### src/rtl/text_console_engine_unit_macros.svh
// Assertion macros shared by the console engine RTL.
`ifndef TEXT_CONSOLE_ENGINE_UNIT_MACROS_SVH
`define TEXT_CONSOLE_ENGINE_UNIT_MACROS_SVH
`ifndef NO_ASSERTIONS
// Same-cycle implication under a synchronous reset.
`define TCE_ASSERT_NOW(label, clk, rst, cond, want, msg) \
   label: assert property (@(posedge clk) disable iff (rst) (cond) |-> (want)) \
      else $error(msg);
// Next-cycle implication under a synchronous reset.
`define TCE_ASSERT_NEXT(label, clk, rst, cond, want, msg) \
   label: assert property (@(posedge clk) disable iff (rst) (cond) |=> (want)) \
      else $error(msg);
`else
`define TCE_ASSERT_NOW(label, clk, rst, cond, want, msg)
`define TCE_ASSERT_NEXT(label, clk, rst, cond, want, msg)
`endif
`endif

### src/rtl/tce_pkg.sv
`default_nettype none
package tce_pkg;

   localparam int DEF_COLS    = 80;
   localparam int DEF_ROWS    = 25;
   localparam int QUEUE_DEPTH = 2;

   localparam logic [1:0] CMD_PUT   = 2'd0;
   localparam logic [1:0] CMD_CLEAR = 2'd1;
   localparam logic [1:0] CMD_READ  = 2'd2;

   localparam logic [7:0] CHAR_BS    = 8'd8;
   localparam logic [7:0] CHAR_LF    = 8'd10;
   localparam logic [7:0] CHAR_FIRST = 8'd32;
   localparam logic [7:0] CHAR_LAST  = 8'd126;
   localparam logic [7:0] CHAR_BLANK = 8'd32;

   localparam logic [3:0] FG_RESET = 4'd10;
   localparam logic [3:0] BG_RESET = 4'd0;
   localparam logic [15:0] RESET_CELL = {BG_RESET, FG_RESET, CHAR_BLANK};

   localparam int CSR_IDX_W = 2;
   localparam logic [CSR_IDX_W-1:0] REG_FG = 2'd0;
   localparam logic [CSR_IDX_W-1:0] REG_BG = 2'd1;

   typedef enum logic [2:0] {
      OP_NONE,
      OP_PRINT,
      OP_BKSP,
      OP_NEWLINE,
      OP_CLEAR,
      OP_READ
   } tce_op_type;

   typedef struct packed {
      logic [1:0]  cmd;
      logic [7:0]  char_code;
      logic        update_caret;
      logic [10:0] cell_index;
   } tce_req_type;

   typedef struct packed {
      logic [6:0]  cursor_col;
      logic [4:0]  cursor_row;
      logic [10:0] cursor_index;
      logic        caret_moved;
      logic [7:0]  read_char;
      logic [7:0]  read_attr;
   } tce_rsp_type;

   typedef struct packed {
      tce_op_type  op;
      logic [7:0]  char_code;
      logic        update_caret;
      logic [10:0] cell_index;
   } tce_entry_type;

endpackage
`default_nettype wire

### src/rtl/tce_front.sv
`default_nettype none
// Decodes an incoming item into an engine operation.
module tce_front #(
   parameter int COLS = tce_pkg::DEF_COLS,
   parameter int ROWS = tce_pkg::DEF_ROWS
) (
   input  logic                   req_valid,
   output logic                   req_stall,
   input  tce_pkg::tce_req_type   req_data,
   input  logic                   q_full,
   input  logic                   initializing,
   output logic                   q_push,
   output tce_pkg::tce_entry_type q_entry
);

   localparam int CELLS = COLS * ROWS;

   assign req_stall = q_full || initializing;
   assign q_push    = req_valid && !req_stall;

   always_comb begin
      q_entry.op           = tce_pkg::OP_NONE;
      q_entry.char_code    = req_data.char_code;
      q_entry.update_caret = req_data.update_caret;
      q_entry.cell_index   = req_data.cell_index;
      case (req_data.cmd)
         tce_pkg::CMD_PUT: begin
            if (req_data.char_code == tce_pkg::CHAR_BS) begin
               q_entry.op = tce_pkg::OP_BKSP;
            end else if (req_data.char_code == tce_pkg::CHAR_LF) begin
               q_entry.op = tce_pkg::OP_NEWLINE;
            end else if (req_data.char_code inside
                         {[tce_pkg::CHAR_FIRST:tce_pkg::CHAR_LAST]}) begin
               q_entry.op = tce_pkg::OP_PRINT;
            end
         end
         tce_pkg::CMD_CLEAR: begin
            q_entry.op = tce_pkg::OP_CLEAR;
         end
         tce_pkg::CMD_READ: begin
            // A read past the screen returns zeros, same as a no-op.
            if (32'(req_data.cell_index) < CELLS) begin
               q_entry.op = tce_pkg::OP_READ;
            end
         end
         default: begin
            q_entry.op = tce_pkg::OP_NONE;
         end
      endcase
   end

endmodule
`default_nettype wire

### config.mk
export PLATFORM = sky130hd
export DESIGN_NAME = tce_front
export DESIGN_NICKNAME = d
export VERILOG_FILES = /design/src/rtl/text_console_engine_unit_macros.svh /design/src/rtl/tce_pkg.sv /design/src/rtl/tce_front.sv
export SDC_FILE = /design/constraint.sdc
export NUM_CORES = 1
export LEC_CHECK = 0
export ABC_AREA = 1
export ABC_CLOCK_PERIOD_IN_PS = 800
export BUFFER_PORTS_ARGS = -buffer_cell sky130_fd_sc_hd__buf_2
export CORE_AREA = 2 2 39 41
export DETAILED_ROUTE_END_ITERATION = 8
export DIE_AREA = 0 0 41 43
export PLACE_DENSITY = 0.77
export SYNTH_ARGS = -nofsm -noshare
export SYNTH_HDL_FRONTEND = slang
export SYNTH_SLANG_ARGS = --single-unit
### constraint.sdc
create_clock -name vclk -period 0.8
set_clock_uncertainty 0.1 [all_clocks]
set_input_delay 0.08 -clock vclk [all_inputs]
set_output_delay 0.08 -clock vclk [all_outputs]
set_load 0.03 [all_outputs]
==> impl_results.md <==
- Critical path's top delay family: simple AND/OR/NAND/NOR gates
- Slew Viols, Final: 0
- # rows: 14
- RSZ-0062 raised after global routing: yes
- Dpl cells: 93
- Crit path kind: primary input to primary output
- Max_cap viols: 0
- Slew @ Worst Pin: 0.161 ns
- Seq Cell Count: 0
- Share of cells above drive strength 1: 74.0%
- I/O pins: 50
- Final Non-Filler Cells: 93
- CP max stage delay: 0.13 ns
- Final number of setup-violating endpoints: 3
- Sequential area share after synthesis: 0%
- Final setup TNS: -0.174 ns
- Pre-Repair DR Iteration Count: 2
- Die width: 41 um
- GRT overflow: 0
- Die area: 1760 um^2
- Hold depth: 0
- Total power: 0.350 mW
- CP max FO: 3
- Final min period: 0.913 ns
- P per Cell Area: 667 nW/um^2
- Initial Util: 22.2%
- Final antenna-violating net count: 0
- Min-delay worst type: primary input to primary output
- Multi-input gate area: 159 um^2
- Crit. path cell count: 9
- Critical Path AT: 0.73 ns
- Worst setup SP type: primary input
- Busiest grt layer: met2
- Critical path buffers and inverters: 3
- Netlist Area Pre-Place: 308 um^2
- Area growth, synth to finish: 70.7%
- Final nets: 104
- Slew margin rel.: 89.3%
- Vias in the first global route: 338
- Max Fclk: 1100 MHz
- Register area: 0 um^2
- Crit-path most repeated cell: nand2_1
- GR Util All Layers: 8.99%
- Die height: 43 um
- Req. time, crit path: 0.62 ns
- Leakage: 0.298 nW
- Fill cells: 152
- Syn avg cell area: 5.40 um^2
- Met3 usage: 0.524%
- Yosys warns: 0
- RePlAce Congestion: 0.691
- Hold_ws: 0.0600 ns
- Initial DRC count: 2
- Initial antenna violation count: 0
- N_diodes: 0
- Max VDD drop: 0.220 mV
- Final Hold Fails: 0
- Global routing usage on met2: 20.0%
- Failing checks: negative setup slack
- Largest net degree at the start of global routing: 5
- Status: complete, but fails checks
- Final wirelength: 792 um
- Vias: 366
- Syn nets: 82
- Worst setup margin: -0.113 ns
- Distinct cells, synth: 13
- Cell Chain, Critical Path: buf_8 > inv_4 > nand2_2 > nor2_2 > nand2_1 > nand2_1 > nand2_1 > nand2_1 > buf_6
- DR vias/cell: 3.94
- Cts-stage hold buffer count: 0
- Remaining routing DRC violations: 0
- Buffers on Ports: 40
- Detail Placement HPWL: 648 um
- Cell count after synthesis: 57
- Core ar.: 1380 um^2
- Final period utilization: 114%
- First-pass GRT wire length: 1.19 mm
- Met1 Usage GRT: 7.59%
- Worst setup EP type: primary output
- Clock Buffer Count: 0
- Slowest-stage cell, CP: buf_6
- Routed WL per cell: 8.52 um
- # Post-CTS Setup Buffers: 0
-- final timing paths --
| path | start | to | slack (ns) |
|---|---|---|---|
| setup / recovery | req_data[18] | q_entry[20] | -0.11 |
| hold / removal | req_data[1] | q_entry[1] | 0.06 |
-- what timing repair did --
action | 4_1_cts | 5_1_grt
pin swaps | 13 | 9
resized for setup | 25 | 14
endpoints found under the setup margin | 4 | 4
-- cell families (layout without fill, tap and decap cells) --
| family | Yosys count | in the layout | synth area share (%) |
|---|---|---|---|
| AOI/OAI and AO/OA | 3 | 3 | 4.87 |
| buffers and inverters | 28 | 48 | 58.5 |
| and+or+nand+nor | 26 | 26 | 36.6 |
-- routing by layer --
metal / part of all wire [%] / routed length [um]
met5: 0 / 0
met4: 0 / 0
met3: 10 / 81
met2: 58 / 457
met1: 32 / 252
-- metrics by stage --
step,cell area (um^2),worst slack [ns],util [%]
2_1_floorplan,318,0.00448,-
3_3_place_gp,388,-0.174,28.0
3_5_place_dp,388,-0.194,28.0
4_1_cts,483,-0.117,34.9
5_1_grt,526,-0.202,38.0
6_report,526,-0.113,38.0
-- cells in the mapped netlist (all sizes together) --
| library cell | n | area (um^2) |
|---|---|---|
| nand2 | 15 | 58.8 |
| and3 | 1 | 6.26 |
| inv | 8 | 30.0 |
| or2 | 1 | 6.26 |
| buf | 20 | 150 |
| nor2 | 8 | 35.0 |
| nand4 | 1 | 6.26 |
| a21oi | 1 | 5.00 |
| o21ai | 2 | 10.0 |
-- cell type report --
type	instances	share of cell area (%)
Inverter	8	7.62
Multi-Input combinational cell	29	30.2
Tap cell	16	3.81
Timing Repair Buffer	40	58.3
-- power breakdown --
group	switching (mW)	total (mW)	internal, mW
clock network	0	0	0
logic	0.199	0.350	0.151
registers	0	0	0
-- layout by cell type, fill, tap and decap left out --
| master | count |
|---|---|
| a21oi_2 | 1 |
| and3_1 | 1 |
| buf_2 | 23 |
| buf_4 | 2 |
| buf_6 | 13 |
| buf_8 | 2 |
| inv_1 | 3 |
| inv_2 | 1 |
| inv_4 | 4 |
| nand2_1 | 10 |
| nand2_2 | 5 |
| nand4_1 | 1 |
| nor2_1 | 5 |
| nor2_2 | 2 |
| nor2_4 | 1 |
| o21ai_2 | 2 |
| or2_4 | 1 |
Power figures use the tool's default switching activity.
