==> src/rtl/text_console_engine_unit_macros.svh <==
// Assertion macros shared by the console engine RTL.
`ifndef TEXT_CONSOLE_ENGINE_UNIT_MACROS_SVH
`define TEXT_CONSOLE_ENGINE_UNIT_MACROS_SVH
`ifndef NO_ASSERTIONS
// Same-cycle implication under a synchronous reset.
`define TCE_ASSERT_NOW(label, clk, rst, cond, want, msg) \
   label: assert property (@(posedge clk) disable iff (rst) (cond) |-> (want)) \
      else $error(msg);
// Next-cycle implication under a synchronous reset.
`define TCE_ASSERT_NEXT(label, clk, rst, cond, want, msg) \
   label: assert property (@(posedge clk) disable iff (rst) (cond) |=> (want)) \
      else $error(msg);
`else
`define TCE_ASSERT_NOW(label, clk, rst, cond, want, msg)
`define TCE_ASSERT_NEXT(label, clk, rst, cond, want, msg)
`endif
`endif

==> src/rtl/tce_pkg.sv <==
`default_nettype none
package tce_pkg;

   localparam int DEF_COLS    = 80;
   localparam int DEF_ROWS    = 25;
   localparam int QUEUE_DEPTH = 2;

   localparam logic [1:0] CMD_PUT   = 2'd0;
   localparam logic [1:0] CMD_CLEAR = 2'd1;
   localparam logic [1:0] CMD_READ  = 2'd2;

   localparam logic [7:0] CHAR_BS    = 8'd8;
   localparam logic [7:0] CHAR_LF    = 8'd10;
   localparam logic [7:0] CHAR_FIRST = 8'd32;
   localparam logic [7:0] CHAR_LAST  = 8'd126;
   localparam logic [7:0] CHAR_BLANK = 8'd32;

   localparam logic [3:0] FG_RESET = 4'd10;
   localparam logic [3:0] BG_RESET = 4'd0;
   localparam logic [15:0] RESET_CELL = {BG_RESET, FG_RESET, CHAR_BLANK};

   localparam int CSR_IDX_W = 2;
   localparam logic [CSR_IDX_W-1:0] REG_FG = 2'd0;
   localparam logic [CSR_IDX_W-1:0] REG_BG = 2'd1;

   typedef enum logic [2:0] {
      OP_NONE,
      OP_PRINT,
      OP_BKSP,
      OP_NEWLINE,
      OP_CLEAR,
      OP_READ
   } tce_op_type;

   typedef struct packed {
      logic [1:0]  cmd;
      logic [7:0]  char_code;
      logic        update_caret;
      logic [10:0] cell_index;
   } tce_req_type;

   typedef struct packed {
      logic [6:0]  cursor_col;
      logic [4:0]  cursor_row;
      logic [10:0] cursor_index;
      logic        caret_moved;
      logic [7:0]  read_char;
      logic [7:0]  read_attr;
   } tce_rsp_type;

   typedef struct packed {
      tce_op_type  op;
      logic [7:0]  char_code;
      logic        update_caret;
      logic [10:0] cell_index;
   } tce_entry_type;

endpackage
`default_nettype wire

==> src/rtl/tce_queue.sv <==
`default_nettype none
// Small FIFO of decoded operations between decode and execution.
module tce_queue (
   input  logic                   clock,
   input  logic                   reset,
   input  logic                   push,
   input  tce_pkg::tce_entry_type push_entry,
   output logic                   full,
   input  logic                   pop,
   output logic                   pop_valid,
   output tce_pkg::tce_entry_type pop_entry
);

   localparam int DEPTH = tce_pkg::QUEUE_DEPTH;
   localparam int PTR_W = (DEPTH > 1) ? $clog2(DEPTH) : 1;
   localparam int CNT_W = $clog2(DEPTH + 1);
   localparam logic [PTR_W-1:0] LAST_PTR = PTR_W'(DEPTH - 1);
   localparam logic [CNT_W-1:0] FULL_CNT = CNT_W'(DEPTH);

   tce_pkg::tce_entry_type entries_ff [DEPTH];
   logic [PTR_W-1:0] wr_ptr_ff, wr_ptr_in;
   logic [PTR_W-1:0] rd_ptr_ff, rd_ptr_in;
   logic [CNT_W-1:0] count_ff, count_in;

   assign full      = (count_ff == FULL_CNT);
   assign pop_valid = (count_ff != '0);
   assign pop_entry = entries_ff[rd_ptr_ff];

   always_comb begin
      wr_ptr_in = wr_ptr_ff;
      rd_ptr_in = rd_ptr_ff;
      count_in  = count_ff;
      if (push) begin
         wr_ptr_in = (wr_ptr_ff == LAST_PTR) ? '0 : wr_ptr_ff + 1'b1;
      end
      if (pop) begin
         rd_ptr_in = (rd_ptr_ff == LAST_PTR) ? '0 : rd_ptr_ff + 1'b1;
      end
      if (push && !pop) begin
         count_in = count_ff + 1'b1;
      end else if (pop && !push) begin
         count_in = count_ff - 1'b1;
      end
   end

   always_ff @(posedge clock) begin
      if (reset) begin
         wr_ptr_ff <= '0;
         rd_ptr_ff <= '0;
         count_ff  <= '0;
      end else begin
         wr_ptr_ff <= wr_ptr_in;
         rd_ptr_ff <= rd_ptr_in;
         count_ff  <= count_in;
      end
   end

   always_ff @(posedge clock) begin
      if (push) begin
         entries_ff[wr_ptr_ff] <= push_entry;
      end
   end

endmodule
`default_nettype wire

==> config.mk <==
export PLATFORM = sky130hd
export DESIGN_NAME = tce_queue
export DESIGN_NICKNAME = d
export VERILOG_FILES = /design/src/rtl/text_console_engine_unit_macros.svh /design/src/rtl/tce_pkg.sv /design/src/rtl/tce_queue.sv
export SDC_FILE = /design/constraint.sdc
export NUM_CORES = 1
export LEC_CHECK = 0
export CAP_MARGIN = 15
export CORE_ASPECT_RATIO = 1.2
export CORE_MARGIN = 1.5
export CORE_UTILIZATION = 50
export DETAILED_ROUTE_END_ITERATION = 10
export DONT_BUFFER_PORTS = 1
export GPL_TIMING_DRIVEN = 0
export PLACE_DENSITY = 0.69
export SYNTH_ARGS = -nofsm -noshare
export SYNTH_HDL_FRONTEND = slang
export SYNTH_SLANG_ARGS = --single-unit
==> constraint.sdc <==
create_clock -name clock -period 2.5 [get_ports clock]
set_input_delay 0.25 -clock clock [delete_from_list [all_inputs] [get_ports clock]]
set_output_delay 0.25 -clock clock [all_outputs]
set_load 0.02 [all_outputs]
==> out/results.ini, run 1 <==
[setup_path]
worstPathMaxFanout = 10
worstSetupStartpointType = register
rr_startpoint = wr_ptr_ff$_SDFFE_PP0P_
slowest_stage = dfxtp_1
rr_endpoint = entries_ff[1][4]$_DFFE_PP_
arrival_ps = 1390
max_stage_delay_ps = 440
crit_chain = buf_4 > mux2_2
worstRegToRegCells = 1
path_buf_inv = 1
r2r_slack_ps = 880
path_class = reg2out
cp-end-kind = output port
cp.required_ps = 2250
crit_family = flip-flops

[global_routing]
grt_max_degree = 24
grt_use_total = 0.150
overflow = 0
antenna_found_initial = 0
grt_pass1_vias = 877
grt_pass1_wl_um = 4290

[power_and_ir_drop]
leakage_nw = 0.681
ir_worst_vdd_mv = 0.410
p_per_area_nw_per_um2 = 806

[outcome]
status = finished clean

[place]
post-dp-hpwl_um = 1980
pre_cts_ws_ps = 855
portBuffers = 0
post_dp_cell_area_um2 = 1930
gp_congestion = 0.578

[route]
drt-total-wl_um = 2900
vias = 809
first_pass_iters = 3
post_drt_via_cell_ratio = 5.66
routedWlPerCell_um = 20.2
drt-initial-drc-count = 20
drc = 0
ant_nets = 0

[layout]
regArea_um2 = 1480
fin_area_um2 = 2040
multi_input_area_um2 = 368
layout-drive-gt1-share = 0.337
nFillCells = 286
finish.utilization = 0.565
mostFrequentLayoutCell = edfxtp_1
layout_common_cells = edfxtp_1, mux2_2, dfxtp_1, clkbuf_8, nor2_1
final_nets = 131
antennaDiodeCount = 0
area_delta_synth_final_pct = 9.12

[sta]
rsz0062_at_grt = no
max_freq_ghz = 0.609
post-route-period-util = 0.657
tightest_slew_ps = 1050
timing.final.crit_period_ps = 1640
fin_skew_ps = 7.98
slew_headroom = 0.302
hold_viol = 0
slew_violations = 0
setup_ws_ps = 858
fin_tns_setup_ps = 0
setup_viol = 0

[die]
fp.coreArea_um2 = 3600
num_io_pins = 52
num_rows = 24
start_util = 0.518
die_w_um = 58.8
dieArea_um2 = 4110
dieHeight_um = 69.9

[clocking]
cts.sinks = 51
cts-root-buf = clkbuf_8
post_cts_buffers = 0
clk_pin_slew_ps = 90
htree_num_levels = 2
clockBufferDepth = 2
cts_tree = done
clk_latency_ps = 300
numCtsBuffers = 5

[synth]
synth_xor_area_frac = 0.0188
synth_adder_area_share = 0.00671
netlist_area_um2 = 1870
avgSynthCellArea_um2 = 20.1
ys_warn_count = 0
synth_top_family_by_area = multiplexers
synth_mux_area_frac = 0.139
ys_seq_area_frac = 0.794
synth_compound_area_frac = 0.00537
syn_inst = 93
ys_types = 16
synth-seq-cells = 51
yosys.area_share.simple = 0.0262
syn_nets = 121

[job]
maxCapViolCount = 0

[worst_hold_path]
worstHoldEndpoint = rd_ptr_ff$_SDFFE_PP0P_
whs_path_depth = 1
holdCritStartpoint = reset
hp-class = in2reg

## cell families after synthesis
family                     count (synthesis)
muxes                                     23
and+or+nand+nor                            9
AOI/OAI and AO/OA                          2
buffers and inverters                      3
DFF                                       51
xor gates and xnor gates                   4
adders and majority gates                  1
## report_power, final
| part | total [mW] | internal (mW) | switching (mW) |
|---|---|---|---|
| sequential | 1.01 | 0.990 | 0.0205 |
| combinational | 0.194 | 0.0697 | 0.124 |
| clock | 0.436 | 0.190 | 0.246 |
## how the worst max path moves through the flow
stage                     depth (start not counted)                          end  slack (ps)
after floorplan                                   1   entries_ff[0][0]$_DFFE_PP_         720
after global placement                            1  entries_ff[0][20]$_DFFE_PP_         220
after detailed placement                          1  entries_ff[1][20]$_DFFE_PP_         860
after CTS                                         2                 pop_entry[1]         820
after global routing                              1   entries_ff[1][9]$_DFFE_PP_         760
final                                             2                 pop_entry[1]         860
## area by class of cell
cell class,count,share of cell area
Multi-Input combinational cell,39,0.181
Tap cell,39,0.0240
Sequential cell,51,0.728
Inverter,1,0.00184
Timing Repair Buffer,3,0.0172
Buffer,2,0.00738
Clock buffer,5,0.0338
Clock inverter,3,0.00738
## sequential cells by signal (all words and copies together), names as in the netlist, named ones only
name	flops
entries_ff	46
count_ff	2
rd_ptr_ff	1
wr_ptr_ff	1
## layer usage
layer  routed length [um]  global-route usage  part of all wire
met5                    0                   0                 0
met2                 1700               0.275              0.59
met1                  945               0.137              0.33
met3                  201              0.0667             0.069
met4                   48              0.0606             0.017
## synth_stat cells
cell / count / area, um^2
xnor2_1: 2 / 17.5
mux2_2: 23 / 259
xor2_1: 2 / 17.5
and2b_2: 1 / 8.76
inv_1: 1 / 3.75
buf_4: 2 / 15.0
nor2b_1: 1 / 6.26
or3_1: 1 / 6.26
dfxtp_1: 5 / 100
nor2_1: 4 / 15.0
o21ai_0: 1 / 5.00
or2_2: 1 / 6.26
and2_1: 1 / 6.26
a21oi_1: 1 / 5.00
ha_1: 1 / 12.5
edfxtp_1: 46 / 1380
## metrics by stage
stage               instances  hold WS [ps]  power (mW)
finish                    143          18.2        1.64
detailed placement        133           324        1.22
floorplan                  93           319        1.19
global route              143          8.46        1.71
global placement          132           321        1.21
CTS                       142          1.01        1.66
## repair_timing
| item | 4_1_cts | 5_1_grt |
|---|---|---|
| hold buffers | 1 | 1 |
| resized for setup | 0 | 0 |
| endpoints found under the hold margin | 1 | 2 |
No activity file was read; power rests on OpenSTA's default activity.
==> run 2: changes to the inputs <==
--- a/config.mk
+++ b/config.mk
@@ -5,6 +5,7 @@
 export SDC_FILE = /design/constraint.sdc
 export NUM_CORES = 1
 export LEC_CHECK = 0
+export ABC_AREA = 1
 export CAP_MARGIN = 15
 export CORE_ASPECT_RATIO = 1.2
 export CORE_MARGIN = 1.5
@@ -12,7 +13,7 @@
 export DETAILED_ROUTE_END_ITERATION = 10
 export DONT_BUFFER_PORTS = 1
 export GPL_TIMING_DRIVEN = 0
-export PLACE_DENSITY = 0.69
+export PLACE_DENSITY = 0.72
 export SYNTH_ARGS = -nofsm -noshare
 export SYNTH_HDL_FRONTEND = slang
 export SYNTH_SLANG_ARGS = --single-unit
==> constraint.sdc (replaced) <==
create_clock -name clock -period 1.47 [get_ports clock]
set_input_delay 0.147 -clock clock [delete_from_list [all_inputs] [get_ports clock]]
set_output_delay 0.147 -clock clock [all_outputs]
set_load 0.02 [all_outputs]
==> out/results.ini, run 2 <==
[outcome]
status = finished clean

[clocking]
cts-root-buf = clkbuf_8
cts_tree = done
clockBufferDepth = 2  ; unchanged
clk_latency_ps = 290  ; about the same
cts.sinks = 51  ; unchanged
clk_pin_slew_ps = 80  ; about the same
post_cts_buffers = 0  ; unchanged
numCtsBuffers = 5  ; unchanged
htree_num_levels = 2  ; unchanged

[layout]
layout_common_cells = edfxtp_1, dlygate4sd3_1, mux2_2
antennaDiodeCount = 0  ; unchanged
final_nets = 163  ; +24%
top_register = entries_ff
area_delta_synth_final_pct = 21.1
largest_register_ffs = 46  ; unchanged
reg_top3 = entries_ff x46, count_ff x2
instances_no_fill = 188  ; +31%
mostFrequentLayoutCell = edfxtp_1
fin_area_um2 = 2290  ; +12%
layout-drive-gt1-share = 0.243  ; -0.0939

[synth]
avgSynthCellArea_um2 = 18.2  ; -9.4%
ys_seq_area_frac = 0.784  ; -0.00999
yosysMostFrequentCell = edfxtp_1
netlist_area_um2 = 1890  ; +1.3%
synthArstFlopShare = 0  ; unchanged
syn_nets = 132  ; +9.1%
synth-seq-cells = 51  ; unchanged
synth_top_area_share = 0.731  ; -0.00932
ys_warn_count = 0  ; unchanged
synth_edf_count = 46  ; unchanged
synth_flop_cell = edfxtp_1
synth_common_cells = edfxtp_1, mux2_2, inv_1
synth_area_leaders = edfxtp_1, mux2_2, dfxtp_1
ys_types = 14  ; -2
synth_top_cell_by_area = edfxtp_1
syn_inst = 104  ; +12%

[power_and_ir_drop]
p_total_mw = 2.78  ; +70%
p_per_area_nw_per_um2 = 1220  ; +51%
leakage_nw = 0.795  ; +17%
ir_worst_vdd_mv = 0.801  ; +95%

[setup_path]
rr_endpoint = entries_ff[1][18]$_DFFE_PP_
cp.required_ps = 1320  ; -930 ps
r2r_slack_ps = 120  ; -760 ps
critPathCapture = pop_entry[16]
arrival_ps = 1260  ; -130 ps
cp-end-kind = output port
worstSetupStartpointType = register
rr_startpoint = wr_ptr_ff$_SDFFE_PP0P_
path_class = reg2out
worstRegToRegCells = 2  ; +1
worstPathMaxFanout = 10  ; unchanged

[sta]
timing.final.crit_period_ps = 1410
max_freq_ghz = 0.709
slew_violations = 0  ; unchanged
tightest_slew_ps = 683  ; -365 ps
fin_skew_ps = 4.11  ; -3.88 ps
post-route-period-util = 0.959
slew_headroom = 0.544  ; +0.242
hold_viol = 0  ; unchanged
hold-worst-slack_ps = 22.7  ; +4.52 ps
rsz0062_at_grt = no
setup_viol = 0  ; unchanged

[route]
drt-initial-drc-count = 40  ; +100%
post_drt_via_cell_ratio = 4.98  ; -12%
vias = 937  ; +16%
drc = 0  ; unchanged
routedWlPerCell_um = 15.8  ; -22%
drt-total-wl_um = 2970  ; +2.6%
ant_nets = 0  ; unchanged
first_pass_iters = 4  ; +1

[place]
post-dp-hpwl_um = 1910  ; -3.5%
portBuffers = 0  ; unchanged
dp_cells = 156  ; +17%
post_dp_cell_area_um2 = 1960  ; +1.3%
gp_congestion = 0.593  ; +2.5%

[global_routing]
antenna_found_initial = 0  ; unchanged
grt_use_total = 0.154  ; +0.00315
grt_pass1_vias = 1029  ; +17%
overflow = 0  ; unchanged
grt_max_degree = 25  ; +4.2%
grt_pass1_wl_um = 4520  ; +5.3%

[die]
start_util = 0.520  ; +0.00226
dieHeight_um = 70.3  ; +0.61%
dieArea_um2 = 4160  ; +1.2%
fp.coreArea_um2 = 3630  ; +0.83%
die_w_um = 59.1  ; +0.60%
num_io_pins = 52  ; unchanged
num_rows = 24  ; unchanged

[worst_hold_path]
hp-class = in2reg
holdCritStartpoint = pop

[job]
maxCapViolCount = 0  ; unchanged

[run 2: worst min-delay path by stage]
stage | slack (ps) | to | cells after the start
finish | 20 | register | 2
detailed placement | 220 | register | 1
global placement | 220 | rd_ptr_ff$_SDFFE_PP0P_ | 1
global route | 20 | count_ff[1]$_SDFFE_PP0P_ | 3
CTS | 10 | wr_ptr_ff$_SDFFE_PP0P_ | 2
floorplan | 220 | register | 1
[run 2: metal layers]
layer | vias to the layer above | GRT usage | wire length (um) | share of wire
met2 | 31 | 0.288 | 1690 | 0.57
met1 | 461 | 0.137 | 1090 | 0.37
met5 | - | 0 | 0 | 0
li1 | 440 | - | - | -
met3 | 5 | 0.0574 | 138 | 0.046
met4 | 0 | 0.0707 | 49 | 0.017
[run 2: per-stage QoR]
stage	TNS (ps)	setup WS, ps	utilization
2_1_floorplan	0	131	-
3_3_place_gp	-3020	-132	0.539
3_5_place_dp	-6690	-208	0.539
4_1_cts	0	35.7	0.629
5_1_grt	0	7.71	0.629
6_report	0	59.9	0.629
[run 2: cells by family after synthesis]
| family | share of synthesized area |
|---|---|
| DFF | 0.784 |
| muxes | 0.137 |
| and+or+nand+nor | 0.0324 |
| buffers and inverters | 0.0298 |
| AOI/OAI and AO/OA | 0.00529 |
| xor gates and xnor gates | 0.00464 |
| adders and majority gates | 0.00662 |
[run 2: area by class of cell]
class	instances	area [um^2]
Clock inverter	2	7.51
Buffer	2	22.5
Multi-Input combinational cell	42	359
Timing Repair Buffer	24	240
Clock buffer	6	72.6
Fill cell	281	1350
Sequential cell	51	1480
Inverter	9	37.5
Tap cell	52	65.1
[run 2: critical path: stages, from the launching register on]
cell     delay, ps
dfxtp_2        400
buf_6          170
mux2_2         410
[run 2: what timing repair did]
action / 4_1_cts / 5_1_grt
hold endpoints to repair: 49 / 0
hold buffers: 24 / 0
setup endpoints to repair: 66 / 0
gates resized for setup: 3 / 0
[run 2: where the power goes]
| group | total (mW) | switching [mW] | internal, mW |
|---|---|---|---|
| Combinational | 0.363 | 0.220 | 0.143 |
| Clock | 0.721 | 0.397 | 0.325 |
| Sequential | 1.70 | 0.0290 | 1.67 |
==> run 3: changes to the inputs <==
--- a/config.mk
+++ b/config.mk
@@ -13,7 +13,7 @@
 export DETAILED_ROUTE_END_ITERATION = 10
 export DONT_BUFFER_PORTS = 1
 export GPL_TIMING_DRIVEN = 0
-export PLACE_DENSITY = 0.72
+export PLACE_DENSITY = 0.68
 export SYNTH_ARGS = -nofsm -noshare
 export SYNTH_HDL_FRONTEND = slang
 export SYNTH_SLANG_ARGS = --single-unit
==> out/results.ini, run 3 (same netlist as run 2, synthesis figures left out) <==
[setup_path]
critPathCapture = pop_entry[5]
slowest_stage = mux2_2
r2r_slack_ps = 140  ; +20 ps
worstPathMaxFanout = 10  ; unchanged
arrival_ps = 1240  ; -20 ps
cp.depth = 2  ; unchanged
max_stage_delay_ps = 410  ; about the same
cp.required_ps = 1320  ; about the same
crit_family = multiplexers
worstRegToRegCells = 2  ; unchanged
worstSetupStartpointType = register
rr_startpoint = wr_ptr_ff$_SDFFE_PP0P_
path_class = reg2out
crit_chain = buf_6 > mux2_2
rr_endpoint = entries_ff[1][2]$_DFFE_PP_
path_buf_inv = 1  ; unchanged
cp-end-kind = output port

[sta]
setup_viol = 0  ; unchanged
timing.final.crit_period_ps = 1390  ; -20.9 ps
slew_violations = 0  ; unchanged
slew_headroom = 0.552  ; +0.00853
hold_viol = 0  ; unchanged
fin_skew_ps = 2.17  ; -1.94 ps
post-route-period-util = 0.945  ; -0.0142
max_freq_ghz = 0.720  ; +1.5%
rsz0062_at_grt = no
tightest_slew_ps = 670  ; -12.8 ps

[die]
dieHeight_um = 70.3  ; unchanged
start_util = 0.520  ; unchanged
fp.coreArea_um2 = 3630  ; unchanged
num_rows = 24  ; unchanged
die_w_um = 59.1  ; unchanged
dieArea_um2 = 4160  ; unchanged
num_io_pins = 52  ; unchanged

[place]
dp_cells = 156  ; unchanged
post-dp-hpwl_um = 1810  ; -5.0%
portBuffers = 0  ; unchanged
gp_congestion = 0.636  ; +7.3%
post_dp_cell_area_um2 = 1960  ; unchanged

[power_and_ir_drop]
p_per_area_nw_per_um2 = 1210  ; -0.54%
leakage_nw = 0.795  ; about the same
ir_worst_vdd_mv = 0.675  ; -16%
p_total_mw = 2.77  ; -0.43%

[clocking]
htree_num_levels = 2  ; unchanged
clk_latency_ps = 290  ; about the same
clk_pin_slew_ps = 80  ; about the same
clockBufferDepth = 2  ; unchanged
cts-root-buf = clkbuf_8
cts_tree = done
numCtsBuffers = 5  ; unchanged
cts.sinks = 51  ; unchanged

[layout]
multi_input_area_um2 = 359  ; unchanged
reg_top3 = entries_ff x46, count_ff x2
antennaDiodeCount = 0  ; unchanged
top_register = entries_ff
layout_common_cells = edfxtp_1, dlygate4sd3_1, mux2_2
mostFrequentLayoutCell = edfxtp_1
finish.utilization = 0.630  ; +0.000688
layout-drive-gt1-share = 0.243  ; unchanged
final_nets = 163  ; unchanged
nFillCells = 263  ; -6.4%
instances_no_fill = 188  ; unchanged
fin_area_um2 = 2290  ; +0.11%
area_delta_synth_final_pct = 21.2
regArea_um2 = 1490  ; +0.17%
largest_register_ffs = 46  ; unchanged

[route]
drt-total-wl_um = 2880  ; -2.9%
first_pass_iters = 3  ; -1
post_drt_via_cell_ratio = 4.96  ; -0.43%
vias = 933  ; -0.43%
drt-initial-drc-count = 39  ; -2.5%
routedWlPerCell_um = 15.3  ; -2.9%
drc = 0  ; unchanged
ant_nets = 0  ; unchanged

[global_routing]
grt_pass1_wl_um = 4550  ; +0.77%
grt_max_degree = 25  ; unchanged
grt_pass1_vias = 1003  ; -2.5%
grt_use_total = 0.153  ; -0.000561
antenna_found_initial = 0  ; unchanged
overflow = 0  ; unchanged

[worst_hold_path]
holdCritStartpoint = reset
hp-class = in2reg

[outcome]
status = finished clean

[job]
maxCapViolCount = 0  ; unchanged

-- run 3: cell counts in the layout (fill, tap and decap cells not counted) --
Identical to the previous run, type by type.
-- run 3: where the power goes --
part           internal (mW)  total, mW  switching (mW)
combinational          0.143      0.362           0.219
sequential              1.67       1.70          0.0261
clock                  0.325      0.714           0.389
total                   2.14       2.77           0.634
-- run 3: layout make-up --
| class | instances | share of cell area |
|---|---|---|
| flip-flops and latches | 51 | 0.649 |
| well taps | 52 | 0.0284 |
| clock inverters | 2 | 0.00328 |
| inverters | 9 | 0.0164 |
| clock buffers | 6 | 0.0317 |
| plain buffers | 2 | 0.00984 |
| multi-input cells | 42 | 0.157 |
| repair buffers | 24 | 0.105 |
-- run 3: tightest hold or removal path: stages --
cell and delay (ps):
inv_1 30, nand2_1 60, nor2_1 30
-- run 3: how the worst min path moves through the flow --
stage / endpoint / slack [ps] / cells past startpoint
after global routing: wr_ptr_ff$_SDFFE_PP0P_ / 20 / 2
final: count_ff[1]$_SDFFE_PP0P_ / 10 / 3
after detailed placement: rd_ptr_ff$_SDFFE_PP0P_ / 230 / 1
after floorplan: register / 220 / 1
after global placement: rd_ptr_ff$_SDFFE_PP0P_ / 220 / 1
after CTS: count_ff[1]$_SDFFE_PP0P_ / 1 / 3
-- run 3: what timing repair did --
item,in CTS,in global routing
endpoints found under the hold margin,49,0
resized for setup,3,1
setup buffers,0,0
hold buffers,24,0
pin swaps,0,0
setup endpoints to repair,66,7
-- run 3: per-layer routing --
layer | track usage | share of wire | up-vias
li1 | - | - | 443
met1 | 0.164 | 0.37 | 447
met2 | 0.256 | 0.54 | 36
met3 | 0.0648 | 0.074 | 7
met4 | 0.0682 | 0.018 | 0
met5 | 0 | 0 | -
-- run 3: through the flow --
| step | setup slack, ps | setup TNS [ps] | hold WS (ps) |
|---|---|---|---|
| floorplan | 131 | 0 | 219 |
| global placement | -137 | -3130 | 222 |
| detailed placement | -196 | -5560 | 225 |
| CTS | 22.7 | 0 | 1.17 |
| global route | 19.9 | 0 | 21.0 |
| finish | 80.8 | 0 | 13.4 |
